===== config.mk =====
export PLATFORM = sky130hd
export DESIGN_NAME = loss_interval_estimator
export DESIGN_NICKNAME = d
export VERILOG_FILES = /design/src/rtl/core/lie_pkg.sv /design/src/rtl/core/lie_dpath.sv /design/src/rtl/core/lie_ctrl.sv /design/src/rtl/core/loss_interval_estimator.sv
export SDC_FILE = /design/constraint.sdc
export NUM_CORES = 2
export LEC_CHECK = 0
export BUFFER_PORTS_ARGS = -buffer_cell sky130_fd_sc_hd__buf_2
export CORE_MARGIN = 3
export CORE_UTILIZATION = 35
export CTS_BUF_LIST = sky130_fd_sc_hd__clkbuf_16
export CTS_CLUSTER_SIZE = 24
export DETAILED_ROUTE_END_ITERATION = 10
export GPL_TIMING_DRIVEN = 0
export PLACE_DENSITY = 0.57
export SYNTH_ARGS = -nofsm -noshare
export SYNTH_HDL_FRONTEND = slang
export SYNTH_SLANG_ARGS = --single-unit

===== constraint.sdc =====
create_clock -name clk -period 13.1 [get_ports clk]
set_input_delay 1.31 -clock clk [delete_from_list [all_inputs] [get_ports clk]]
set_output_delay 1.31 -clock clk [all_outputs]
set_load 0.005 [all_outputs]

===== src/rtl/core/lie_pkg.sv =====
// Shared widths, controller types and the weight table of the loss-interval estimator.
package lie_pkg;

    localparam int unsigned SEQ_W  = 16;
    localparam int unsigned IVL_W  = 32;
    localparam int unsigned AVG_W  = 40;
    localparam int unsigned FRAC_W = 8;
    localparam logic [IVL_W-1:0] IVL_MAX = '1;

    typedef enum logic [2:0] {
        ST_IDLE,
        ST_ACCUM,
        ST_LOAD,
        ST_DIVIDE,
        ST_DONE
    } lie_state_t;

    typedef struct packed {
        logic accept;      // take the input beat and update the history
        logic accum_step;  // add one weighted term to both sums
        logic div_start;   // load the dividend and clear the remainder
        logic div_step;    // one restoring division step
        logic load_out;    // copy the result into the output register
    } lie_cmd_t;

    typedef struct packed {
        logic need_avg;    // history after this beat holds a full pair of spans
        logic accum_last;  // the final term is being added
        logic div_last;    // the final quotient bit is being formed
    } lie_status_t;

    // Weight of term i over n terms, newest first: n+2 for the first half, 2*(n-i) after.
    function automatic logic [4:0] weight_of(input logic [4:0] i, input logic [4:0] n);
        logic [4:0] w;
        if (i < (n >> 1))
        begin
            w = n + 5'd2;
        end
        else
        begin
            w = (n - i) << 1;
        end
        return w;
    endfunction

endpackage


===== src/rtl/core/lie_dpath.sv =====
// Interval history, weighted sums and serial divider of the loss-interval estimator.
module lie_dpath
    import lie_pkg::*;
#(
    parameter int unsigned INTERVAL_DEPTH = 9
)
(
    input  logic                clk,
    input  logic                rst_n,
    input  lie_cmd_t            cmd,
    output lie_status_t         status,
    input  logic [SEQ_W-1:0]    sequence_req,
    input  logic                history_empty,
    output logic                valid_res,
    output logic [AVG_W-1:0]    avg_interval,
    output logic [IVL_W-1:0]    current_interval
);

    localparam int unsigned NTERMS = INTERVAL_DEPTH - 1;
    localparam int unsigned CNT_W  = $clog2(INTERVAL_DEPTH + 1);
    localparam int unsigned IDX_W  = $clog2(NTERMS);
    localparam int unsigned WGT_W  = $clog2(NTERMS + 3);
    localparam int unsigned PROD_W = IVL_W + WGT_W;
    localparam int unsigned SUM_W  = PROD_W + $clog2(NTERMS + 1);
    localparam int unsigned WS_W   = WGT_W + $clog2(NTERMS + 1);
    localparam int unsigned DIV_W  = SUM_W + FRAC_W;
    localparam int unsigned DCNT_W = $clog2(DIV_W);

    logic [IVL_W-1:0]  store_reg [INTERVAL_DEPTH];
    logic [IVL_W-1:0]  store_next [INTERVAL_DEPTH];
    logic [IVL_W-1:0]  work_reg [INTERVAL_DEPTH];
    logic [CNT_W-1:0]  count_reg, count_next;
    logic [SEQ_W-1:0]  expected_reg, expected_next;
    logic              seen_reg, seen_next;

    logic [IVL_W-1:0]  store_base [INTERVAL_DEPTH];
    logic [CNT_W-1:0]  count_base;
    logic [SEQ_W-1:0]  expected_base;
    logic              seen_base;
    logic              in_order;

    logic [IDX_W-1:0]  idx_reg;
    logic [SUM_W-1:0]  s0_reg, s1_reg;
    logic [WS_W-1:0]   w_reg;
    logic [WGT_W-1:0]  wt;
    logic [PROD_W-1:0] p0, p1;
    logic [SUM_W-1:0]  max_sum;

    logic [DIV_W-1:0]  quo_reg;
    logic [WS_W-1:0]   rem_reg;
    logic [DCNT_W-1:0] dcnt_reg;
    logic [WS_W:0]     rem_shift;
    logic              rem_ge;

    logic              valid_res_reg;
    logic [AVG_W-1:0]  avg_reg;
    logic [IVL_W-1:0]  cur_reg;

    // History update for the incoming beat; a restart clears first.
    always_comb
    begin
        for (int i = 0; i < INTERVAL_DEPTH; i++)
        begin
            store_base[i] = history_empty ? '0 : store_reg[i];
        end
        count_base    = history_empty ? CNT_W'(1) : count_reg;
        expected_base = history_empty ? sequence_req : expected_reg;
        seen_base     = history_empty ? 1'b0 : seen_reg;
        in_order      = (sequence_req == expected_base);

        if (in_order)
        begin
            for (int i = 0; i < INTERVAL_DEPTH; i++)
            begin
                store_next[i] = store_base[i];
            end
            if (store_base[0] != IVL_MAX)
            begin
                store_next[0] = store_base[0] + IVL_W'(1);
            end
            count_next    = count_base;
            expected_next = expected_base + SEQ_W'(1);
            seen_next     = seen_base;
        end
        else
        begin
            store_next[0] = IVL_W'(1);
            for (int i = 1; i < INTERVAL_DEPTH; i++)
            begin
                store_next[i] = store_base[i-1];
            end
            count_next    = (count_base < CNT_W'(INTERVAL_DEPTH)) ?
                            count_base + CNT_W'(1) : count_base;
            expected_next = sequence_req + SEQ_W'(1);
            seen_next     = 1'b1;
        end
    end

    assign status.need_avg   = seen_next && (count_next >= CNT_W'(2));
    assign status.accum_last = ({{(CNT_W-IDX_W){1'b0}}, idx_reg} == count_reg - CNT_W'(2));
    assign status.div_last   = (dcnt_reg == DCNT_W'(DIV_W - 1));

    assign wt      = WGT_W'(weight_of(5'(idx_reg), 5'(NTERMS)));
    assign p0      = PROD_W'(work_reg[0]) * PROD_W'(wt);
    assign p1      = PROD_W'(work_reg[1]) * PROD_W'(wt);
    assign max_sum = (s0_reg > s1_reg) ? s0_reg : s1_reg;

    assign rem_shift = {rem_reg, quo_reg[DIV_W-1]};
    assign rem_ge    = (rem_shift >= {1'b0, w_reg});

    always_ff @(posedge clk or negedge rst_n)
    begin
        if (!rst_n)
        begin
            for (int i = 0; i < INTERVAL_DEPTH; i++)
            begin
                store_reg[i] <= '0;
            end
            count_reg    <= CNT_W'(1);
            expected_reg <= '0;
            seen_reg     <= 1'b0;
        end
        else if (cmd.accept)
        begin
            for (int i = 0; i < INTERVAL_DEPTH; i++)
            begin
                store_reg[i] <= store_next[i];
            end
            count_reg    <= count_next;
            expected_reg <= expected_next;
            seen_reg     <= seen_next;
        end
    end

    // Working copy shifts down so the two taps always see terms idx and idx+1.
    always_ff @(posedge clk)
    begin
        if (cmd.accept)
        begin
            for (int i = 0; i < INTERVAL_DEPTH; i++)
            begin
                work_reg[i] <= store_next[i];
            end
            idx_reg <= '0;
            s0_reg  <= '0;
            s1_reg  <= '0;
            w_reg   <= '0;
            quo_reg <= '0;
        end
        else if (cmd.accum_step)
        begin
            for (int i = 0; i < INTERVAL_DEPTH - 1; i++)
            begin
                work_reg[i] <= work_reg[i+1];
            end
            idx_reg <= idx_reg + IDX_W'(1);
            s0_reg  <= s0_reg + SUM_W'(p0);
            s1_reg  <= s1_reg + SUM_W'(p1);
            w_reg   <= w_reg + WS_W'(wt);
        end
        else if (cmd.div_start)
        begin
            quo_reg  <= {max_sum, {FRAC_W{1'b0}}};
            rem_reg  <= '0;
            dcnt_reg <= '0;
        end
        else if (cmd.div_step)
        begin
            rem_reg  <= rem_ge ? WS_W'(rem_shift - {1'b0, w_reg}) : rem_shift[WS_W-1:0];
            quo_reg  <= {quo_reg[DIV_W-2:0], rem_ge};
            dcnt_reg <= dcnt_reg + DCNT_W'(1);
        end
    end

    always_ff @(posedge clk)
    begin
        if (cmd.load_out)
        begin
            valid_res_reg <= seen_reg;
            avg_reg       <= seen_reg ? quo_reg[AVG_W-1:0] : '0;
            cur_reg       <= store_reg[0];
        end
    end

    assign valid_res        = valid_res_reg;
    assign avg_interval     = avg_reg;
    assign current_interval = cur_reg;

endmodule


===== src/rtl/core/lie_ctrl.sv =====
// Sequencing state machine and handshake control of the loss-interval estimator.
module lie_ctrl
    import lie_pkg::*;
(
    input  logic        clk,
    input  logic        rst_n,
    input  logic        in_valid,
    output logic        in_stall,
    output logic        out_valid,
    input  logic        out_stall,
    input  lie_status_t status,
    output lie_cmd_t    cmd
);

    lie_state_t state_reg, state_next;
    logic       out_valid_reg, out_valid_next;
    logic       out_free;

    assign out_free = !out_valid_reg || !out_stall;

    always_comb
    begin
        state_next = state_reg;
        unique case (state_reg)
            ST_IDLE:
            begin
                if (in_valid)
                begin
                    state_next = status.need_avg ? ST_ACCUM : ST_DONE;
                end
            end
            ST_ACCUM:
            begin
                if (status.accum_last)
                begin
                    state_next = ST_LOAD;
                end
            end
            ST_LOAD:
            begin
                state_next = ST_DIVIDE;
            end
            ST_DIVIDE:
            begin
                if (status.div_last)
                begin
                    state_next = ST_DONE;
                end
            end
            ST_DONE:
            begin
                if (out_free)
                begin
                    state_next = ST_IDLE;
                end
            end
            default:
            begin
                state_next = ST_IDLE;
            end
        endcase
    end

    always_comb
    begin
        cmd = '0;
        unique case (state_reg)
            ST_IDLE:   cmd.accept     = in_valid;
            ST_ACCUM:  cmd.accum_step = 1'b1;
            ST_LOAD:   cmd.div_start  = 1'b1;
            ST_DIVIDE: cmd.div_step   = 1'b1;
            ST_DONE:   cmd.load_out   = out_free;
            default:   cmd = '0;
        endcase
    end

    // Hold the result beat until taken; a fresh load may replace a beat taken this cycle.
    always_comb
    begin
        if (cmd.load_out)
        begin
            out_valid_next = 1'b1;
        end
        else if (!out_stall)
        begin
            out_valid_next = 1'b0;
        end
        else
        begin
            out_valid_next = out_valid_reg;
        end
    end

    always_ff @(posedge clk or negedge rst_n)
    begin
        if (!rst_n)
        begin
            state_reg     <= ST_IDLE;
            out_valid_reg <= 1'b0;
        end
        else
        begin
            state_reg     <= state_next;
            out_valid_reg <= out_valid_next;
        end
    end

    assign in_stall  = (state_reg != ST_IDLE);
    assign out_valid = out_valid_reg;

endmodule


===== src/rtl/core/loss_interval_estimator.sv =====
// Top level of the loss-interval estimator: controller and datapath.
//
//   channel  direction  handshake            payload
//   in       input      in_valid / in_stall   sequence_req, history_empty
//   out      output     out_valid / out_stall valid_res, avg_interval, current_interval
//
// Each beat first updates the history, then forms the weighted sums over count-1 terms
// (at most INTERVAL_DEPTH-1), takes a load step, runs the restoring divider at one cycle per
// quotient bit (48 quotient bits for depth 9) and then hands over the result. Beats
// before the first loss skip the sums and divider. Reset clears the history at once; no
// sweep. A stalled result beat holds in the output register while the next input beat
// is taken.
module loss_interval_estimator
    import lie_pkg::*;
#(
    parameter int unsigned INTERVAL_DEPTH = 9
)
(
    input  logic             clk,
    input  logic             rst_n,
    input  logic             in_valid,
    output logic             in_stall,
    input  logic [SEQ_W-1:0] sequence_req,
    input  logic             history_empty,
    output logic             out_valid,
    input  logic             out_stall,
    output logic             valid_res,
    output logic [AVG_W-1:0] avg_interval,
    output logic [IVL_W-1:0] current_interval
);

    lie_cmd_t    cmd;
    lie_status_t status;

    lie_ctrl u_ctrl (
        .clk       (clk),
        .rst_n     (rst_n),
        .in_valid  (in_valid),
        .in_stall  (in_stall),
        .out_valid (out_valid),
        .out_stall (out_stall),
        .status    (status),
        .cmd       (cmd)
    );

    lie_dpath #(
        .INTERVAL_DEPTH (INTERVAL_DEPTH)
    ) u_dpath (
        .clk              (clk),
        .rst_n            (rst_n),
        .cmd              (cmd),
        .status           (status),
        .sequence_req     (sequence_req),
        .history_empty    (history_empty),
        .valid_res        (valid_res),
        .avg_interval     (avg_interval),
        .current_interval (current_interval)
    );

endmodule

## Word-level counts from Yosys, hierarchy flattened

Memory sizes are Yosys's and may differ from the RTL's.
Cells that the tools add are included.

| storage, ports and cells | value |
|---|---|
| memory bits (read-only) | 0 |
| memories kept | 1 |
| flip-flop bits (word level) | 539 |
| memory bits (writable) | 288 |
| output and inout bits | 75 |
| bits in latches | 0 |

Memories:

| memory | words | width | read ports | clocked after memory_dff | wr ports | line | RTL |
|---|---|---|---|---|---|---|---|
| u_dpath.work_reg | 9 | 32 | 9 | 0 | 9 | lie_dpath.sv:31 | `logic [IVL_W-1:0] work_reg [INTERVAL_DEPTH];` |

| operators by class | value |
|---|---|
| divide/modulo/power cells | 0 |
| bitwise logic cells | 10 |
| equality and inequality tests | 13 |
| $mul | 2 |
| add/sub/neg operators | 12 |
| reduce and logical (&&, ||, !) cells | 10 |
| order comparisons | 5 |
| multiplexer cells | 51 |
| shifts and indexed selects | 0 |

Operator list:

| operator | count |
|---|---|
| $mux 32 | 18 |
| $mux 288 | 1 |
| $mux 48 | 2 |
| $add 40x36->40 | 2 |
| $mul 32x4->36 | 2 |
| $gt 40x40->1 | 1 |
| $mux 40 | 1 |
| $add 16x1->16 const B | 2 |
| $add 32x1->32 const B | 1 |
| $mux 16 | 2 |
| $ne 32x32->1 const B | 1 |
| $eq 16x16->1 | 1 |
| $mux 4 | 4 |
| $mux 8 | 2 |
| $mux 3 | 5 |
| $pmux 3 s5 | 1 |
| $mux 1 | 14 |
| $ge 9x8->1 | 1 |
| $add 8x4->8 | 1 |
| $or 1x1->1 | 8 |
| $sub 8x8->8 | 1 |
| $add 6x1->6 const B | 1 |
| $eq 3x2->1 const B | 2 |
| $eq 6x6->1 const B | 1 |
| other kinds (23) | 28 |

## Longest topological paths before layout

| logic depth | value |
|---|---|
| depth in word-level cells | 9 |
| depth in mapped cells | 23 |

## Cells and area by module

Synthesis repeated with hierarchy kept, for this count alone.

| second synthesis, totals | value |
|---|---|
| cell total of the unflattened synthesis | 4,669 |
| area, all modules | 47,784.6 um2 |

Modules (own cells, without submodules):

| module | times used | area each (um2) | cells each |
|---|---|---|---|
| lie_dpath | 1 | 47,540.6 | 4,641 |
| lie_ctrl | 1 | 244.0 | 28 |

## Least setup slack after synthesis

OpenSTA, ideal clock, no wires.

| timing | value |
|---|---|
| path type | input to register |
| start | input in_valid |
| end | register u_dpath.s0_reg[19] |
| data required time | 12.616 ns |
| arrival | 9.458 ns |
| library setup time | 0.484 ns |
| stages | 6 |
| buffers on the path | 1 |
| path slack | 3.158 ns |
| cell sequence | nand2_1 -> inv_1 -> nor2_1 -> inv_1 -> clkbuf_1 -> o32ai_1 |

| between the ends | value |
|---|---|
| word-level cells in the longest chain between the ends | 1 |

Ends and longest elaborated chain:

| what | line | RTL |
|---|---|---|
| start: declaration | loss_interval_estimator.sv:21 | `input logic in_valid,` |
| $mux 1 | lie_ctrl.sv:67 | `unique case (state_reg)` |
| end signal: assignment | lie_dpath.sv:157 | `s0_reg <= s0_reg + SUM_W'(p0);` |
| end: declaration | lie_dpath.sv:43 | `logic [SUM_W-1:0] s0_reg, s1_reg;` |

Every way passes these cells.
A chain may end at the register's enable or synchronous reset.

==> metrics.md <==
| Metric | Value |
|---|---|
| Area added between synthesis and finish | 12.6% |
| TritonCTS clock tree | built |
| CTS Hold Bufs | 0 |
| Xor and xnor area share after synthesis | 2.14% |
| Summed instance area of the synthesized netlist | around 47000 um2 |
| Worst hold path class | reg -> reg |
| Largest voltage drop on the vdd net | 0.160 mV |
| Wire length of the first global-routing pass | 235000 um |
| Via count | 37593 |
| Main combinational cell family by area after synthesis | compound AO/OA/AOI/OAI gates |
| Horiz. Die Dim | 374 um |
| Clock insertion delay at the later pin of the skew report | 0.70 ns |
| Number of iterations in the first detailed-routing pass | 6 |
| Total I/O pin count | 96 |
| Total number of H-tree levels | 3 |
| Largest net degree at the start of global routing | 99 |
| Synthesized net count | approximately 5300 |
| Critical path class | in -> reg |
| Highest fanout seen on the critical path | 10 |
| Maximum operating frequency | 0.146 GHz |
| Clock input transition at the sequential cells of the worst setup and hold paths | 0.06 ns |
| Netlist cell types | 80 |
| Post-synthesis area per instance | 9.64 um2 |
| Final core utilization | 39.9% |
| Number of nets in the layout | between 5000 and 6000 |
| Number of remaining DRC errors | 0 |
| Ratio of total power to cell area | ~300 nW/um2 |
| Initial core utilization | 35.4% |
| Post CTS Setup Buffer Count | 0 |
| Clk Tree Root Cell | sky130_fd_sc_hd__clkbuf_16 |
| Final HPWL DP | roughly 120000 um |
| Data required time at the worst endpoint | 13.52 ns |
| Count of fill cells added during filler insertion | 13298 |
| Violation count after the first detailed-route iteration | about 3100 |
| Part of the total power dissipated in sequential elements | roughly a quarter |
| Clock skew after layout | 0.0283 ns |
| Critical path, cell by cell | buf_2 > clkbuf_1 > clkbuf_1 > clkbuf_1 > clkbuf_1 > nor2_1 > ha_1 > and3_1 > and3b_1 > and2_1 > a211oi_4 > and3_1 > nor3b_2 > nor2_1 > a221oi_1 > nor2_1 |
| Leak Pwr | 21.2 nW |
| Most common flop cell mapped by yosys | sky130_fd_sc_hd__edfxtp_1 |
| All-Layer GR Usage | 22.1% |
| Number of nets still failing antenna checks after routing | 0 |
| Final WL | 157000 um |
| Count of endpoints failing hold in the final timing report | 0 |
| Part of the total power dissipated in the clock network | 15.8% |
| Largest incremental delay on the critical path | about 0.77 ns |
| Sequential cell area fraction in the yosys report | 46.0% |
| Number of instances in the synthesized netlist | just under 5000 |
| Delay-heaviest family, CP | buffers and inverters |
| Number of placement rows | 134 |
| Switching part of the total power | 46.3% |
| WP buf/inv | 5 |
| Number of synthesized register bits | just over 800 |
| Post-DR vias/cell | about 5.4 |
| Buffer depth of the longest clock path | 3 |
| Global placer's final weighted congestion | approximately 0.94 |
| Post-layout min period | 6.86 ns |
| Compound-gate portion of the synthesized area | 16.2% |
| Crit start category | input pin |
| Congestion Overflow GR | 0 |
| Clock sink count | 824 |
| Max-cap viol count | 0 |
| Adder-cell share of the synthesized area | around a tenth |
| RSZ-0062 raised after global routing | false |
| Worst Hold Margin | 0.459 ns |
| CP most frequent cell | sky130_fd_sc_hd__clkbuf_1 |
| Tot Pwr | around 16 mW |
| Comb pwr share | 57.6% |
| Actual transition at the worst max-transition pin | 1.35 ns |
| Number of buffers created by CTS | between 90 and 100 |
| Share of cell area taken by muxes after synthesis | 5.70% |
| FFs w/ async S/R, synth | between 30% and 40% |
| Capturing element type of the critical path | flop |
| Routed WL per cell | 22.5 um |
| Max_slew headroom | 9.95% |
| Number of antenna violations at the first check in global routing | 10 |
| Final number of setup-violating endpoints | 0 |
| Crit path max-delay cell type | sky130_fd_sc_hd__clkbuf_1 |
| Period utilization | a little over half |
| Buffers added on ports | 94 |
| Data arrival at the endpoint of the critical path | between 7 and 8 ns |
| Result of the run | finished clean |
| Warnings from Yosys | 0 |
| Layout cells sized above 1 | under 10% |
| Die Area | 140000 um2 |
| Post-synth EDFFs | around 380 |
| Count of final max-slew check failures | 0 |
| Chip Height | between 300 and 400 um |
| Simple-gate share of the synthesized area | 13.9% |
| Vias in the first global route | 36963 |
| Internal power of the cells | 8.74 mW |
| Floorplan Core Area | 134000 um2 |
| Switching Power | 7.52 mW |
| # resized after CTS | 0 |
## routing by layer
metal	GRT usage (%)	routed length [um]
met4	11.6	9230
met5	0	12
met3	3.08	8560
met2	36.9	74300
met1	27.7	65000
## logic make-up after synthesis
kind of cell,after synthesis
AND/OR/NAND/NOR,1438
AO/OA/AOI/OAI,1277
flip-flops,824
buffers and inverters,667
adder cells (fa/ha/maj),330
multiplexers,270
XOR/XNOR,116
## power by group through the flow
stage | logic [mW] | registers, mW | clock network [mW]
6_report | 9.37 | 4.32 | 2.57
2_1_floorplan | 6.89 | 4.21 | 0
3_5_place_dp | 9.28 | 4.35 | 0
5_1_grt | 10.6 | 4.38 | 2.72
3_3_place_gp | 9.12 | 4.53 | 0
4_1_cts | 9.35 | 4.30 | 2.63
## per-stage QoR
step	cells	TNS, ns	instance area, um2	worst slack (ns)
4_1_cts	6969	0	53400	6.51
3_3_place_gp	6784	-452.84	50100	-2.26
3_5_place_dp	6796	0	50400	5.79
6_report	6975	0	53400	6.24
2_1_floorplan	4922	0	47400	3.16
5_1_grt	6971	0	53400	6.09
## cell usage in the layout, fill, tap and decap left out, types with 12 or more instances in the layout
cell type,instances
sky130_fd_sc_hd__a21oi_1,213
sky130_fd_sc_hd__fa_1,126
sky130_fd_sc_hd__o21bai_1,13
sky130_fd_sc_hd__and3_1,84
sky130_fd_sc_hd__clkinv_2,12
sky130_fd_sc_hd__buf_2,130
sky130_fd_sc_hd__a31oi_1,31
sky130_fd_sc_hd__buf_1,15
sky130_fd_sc_hd__o22ai_1,23
sky130_fd_sc_hd__nand2_1,835
sky130_fd_sc_hd__nor2b_1,12
sky130_fd_sc_hd__nand3_1,47
sky130_fd_sc_hd__edfxtp_1,375
sky130_fd_sc_hd__a22oi_1,233
sky130_fd_sc_hd__nand3b_1,41
sky130_fd_sc_hd__inv_1,361
sky130_fd_sc_hd__xnor2_1,56
sky130_fd_sc_hd__o31ai_1,12
sky130_fd_sc_hd__xor2_1,60
sky130_fd_sc_hd__o211ai_1,46
sky130_fd_sc_hd__nor2_1,133
sky130_fd_sc_hd__clkinv_1,19
sky130_fd_sc_hd__nand2b_1,24
sky130_fd_sc_hd__ha_1,204
sky130_fd_sc_hd__dfxtp_1,136
sky130_fd_sc_hd__and2_1,169
sky130_fd_sc_hd__a21o_1,48
sky130_fd_sc_hd__a211oi_1,16
sky130_fd_sc_hd__clkbuf_16,96
sky130_fd_sc_hd__nor3_1,23
sky130_fd_sc_hd__o21ai_0,579
sky130_fd_sc_hd__nand4_1,24
sky130_fd_sc_hd__clkbuf_1,279
sky130_fd_sc_hd__mux2i_1,270
sky130_fd_sc_hd__dfrtp_1,312
## cell usage after synthesis (all sizes together) (52+ instances only)
master	number	area [um2]
buf	52	241
dfxtp	136	2720
fa	126	2520
ha	204	2550
and3	84	526
nand2	835	3130
edfxtp	375	11300
clkbuf	284	1070
o21ai	580	2900
xor2	60	526
xnor2	56	490
and2	169	1060
mux2i	270	2700
a21oi	214	1070
dfrtp	312	7810
nor2	133	499
inv	331	1240
a22oi	233	1750
## final timing paths
kind | cells after the start | start | end | slack, ns
min in group asynchronous | 1 | rst_n | u_dpath.store_reg[138]$_DFFE_PN0P_ | 0.55
max | 16 | history_empty | u_dpath.work_reg[0][29]$_DFFE_PP_ | 6.24
min reg2reg | 0 | u_dpath.store_reg[261]$_DFFE_PN0P_ | u_dpath.current_interval[5]$_DFFE_PP_ | 0.46
max reg2reg | 21 | u_dpath.idx_reg[0]$_SDFFE_PP0P_ | u_dpath.s1_reg[38]$_SDFFE_PP0P_ | 6.51
max in group asynchronous | 3 | rst_n | u_dpath.store_reg[285]$_DFFE_PN0P_ | 11.19
min | 0 | u_dpath.store_reg[261]$_DFFE_PN0P_ | u_dpath.current_interval[5]$_DFFE_PP_ | 0.46
## final cells by class
| cell class | count | area [um2] | area share, % |
|---|---|---|---|
| multi-input cells | 3431 | 23100 | 43.2 |
| well taps | 1768 | 2210 | 4.14 |
| clock inverters | 77 | 536 | 1.00 |
| inverters | 331 | 1240 | 2.33 |
| plain buffers | 336 | 1320 | 2.47 |
| diodes | 5 | 12.5 | 0.0234 |
| flip-flops and latches | 824 | 21800 | 40.9 |
| repair buffers | 107 | 781 | 1.46 |
| clock buffers | 96 | 2400 | 4.50 |
(Power assumes the default switching activity.)
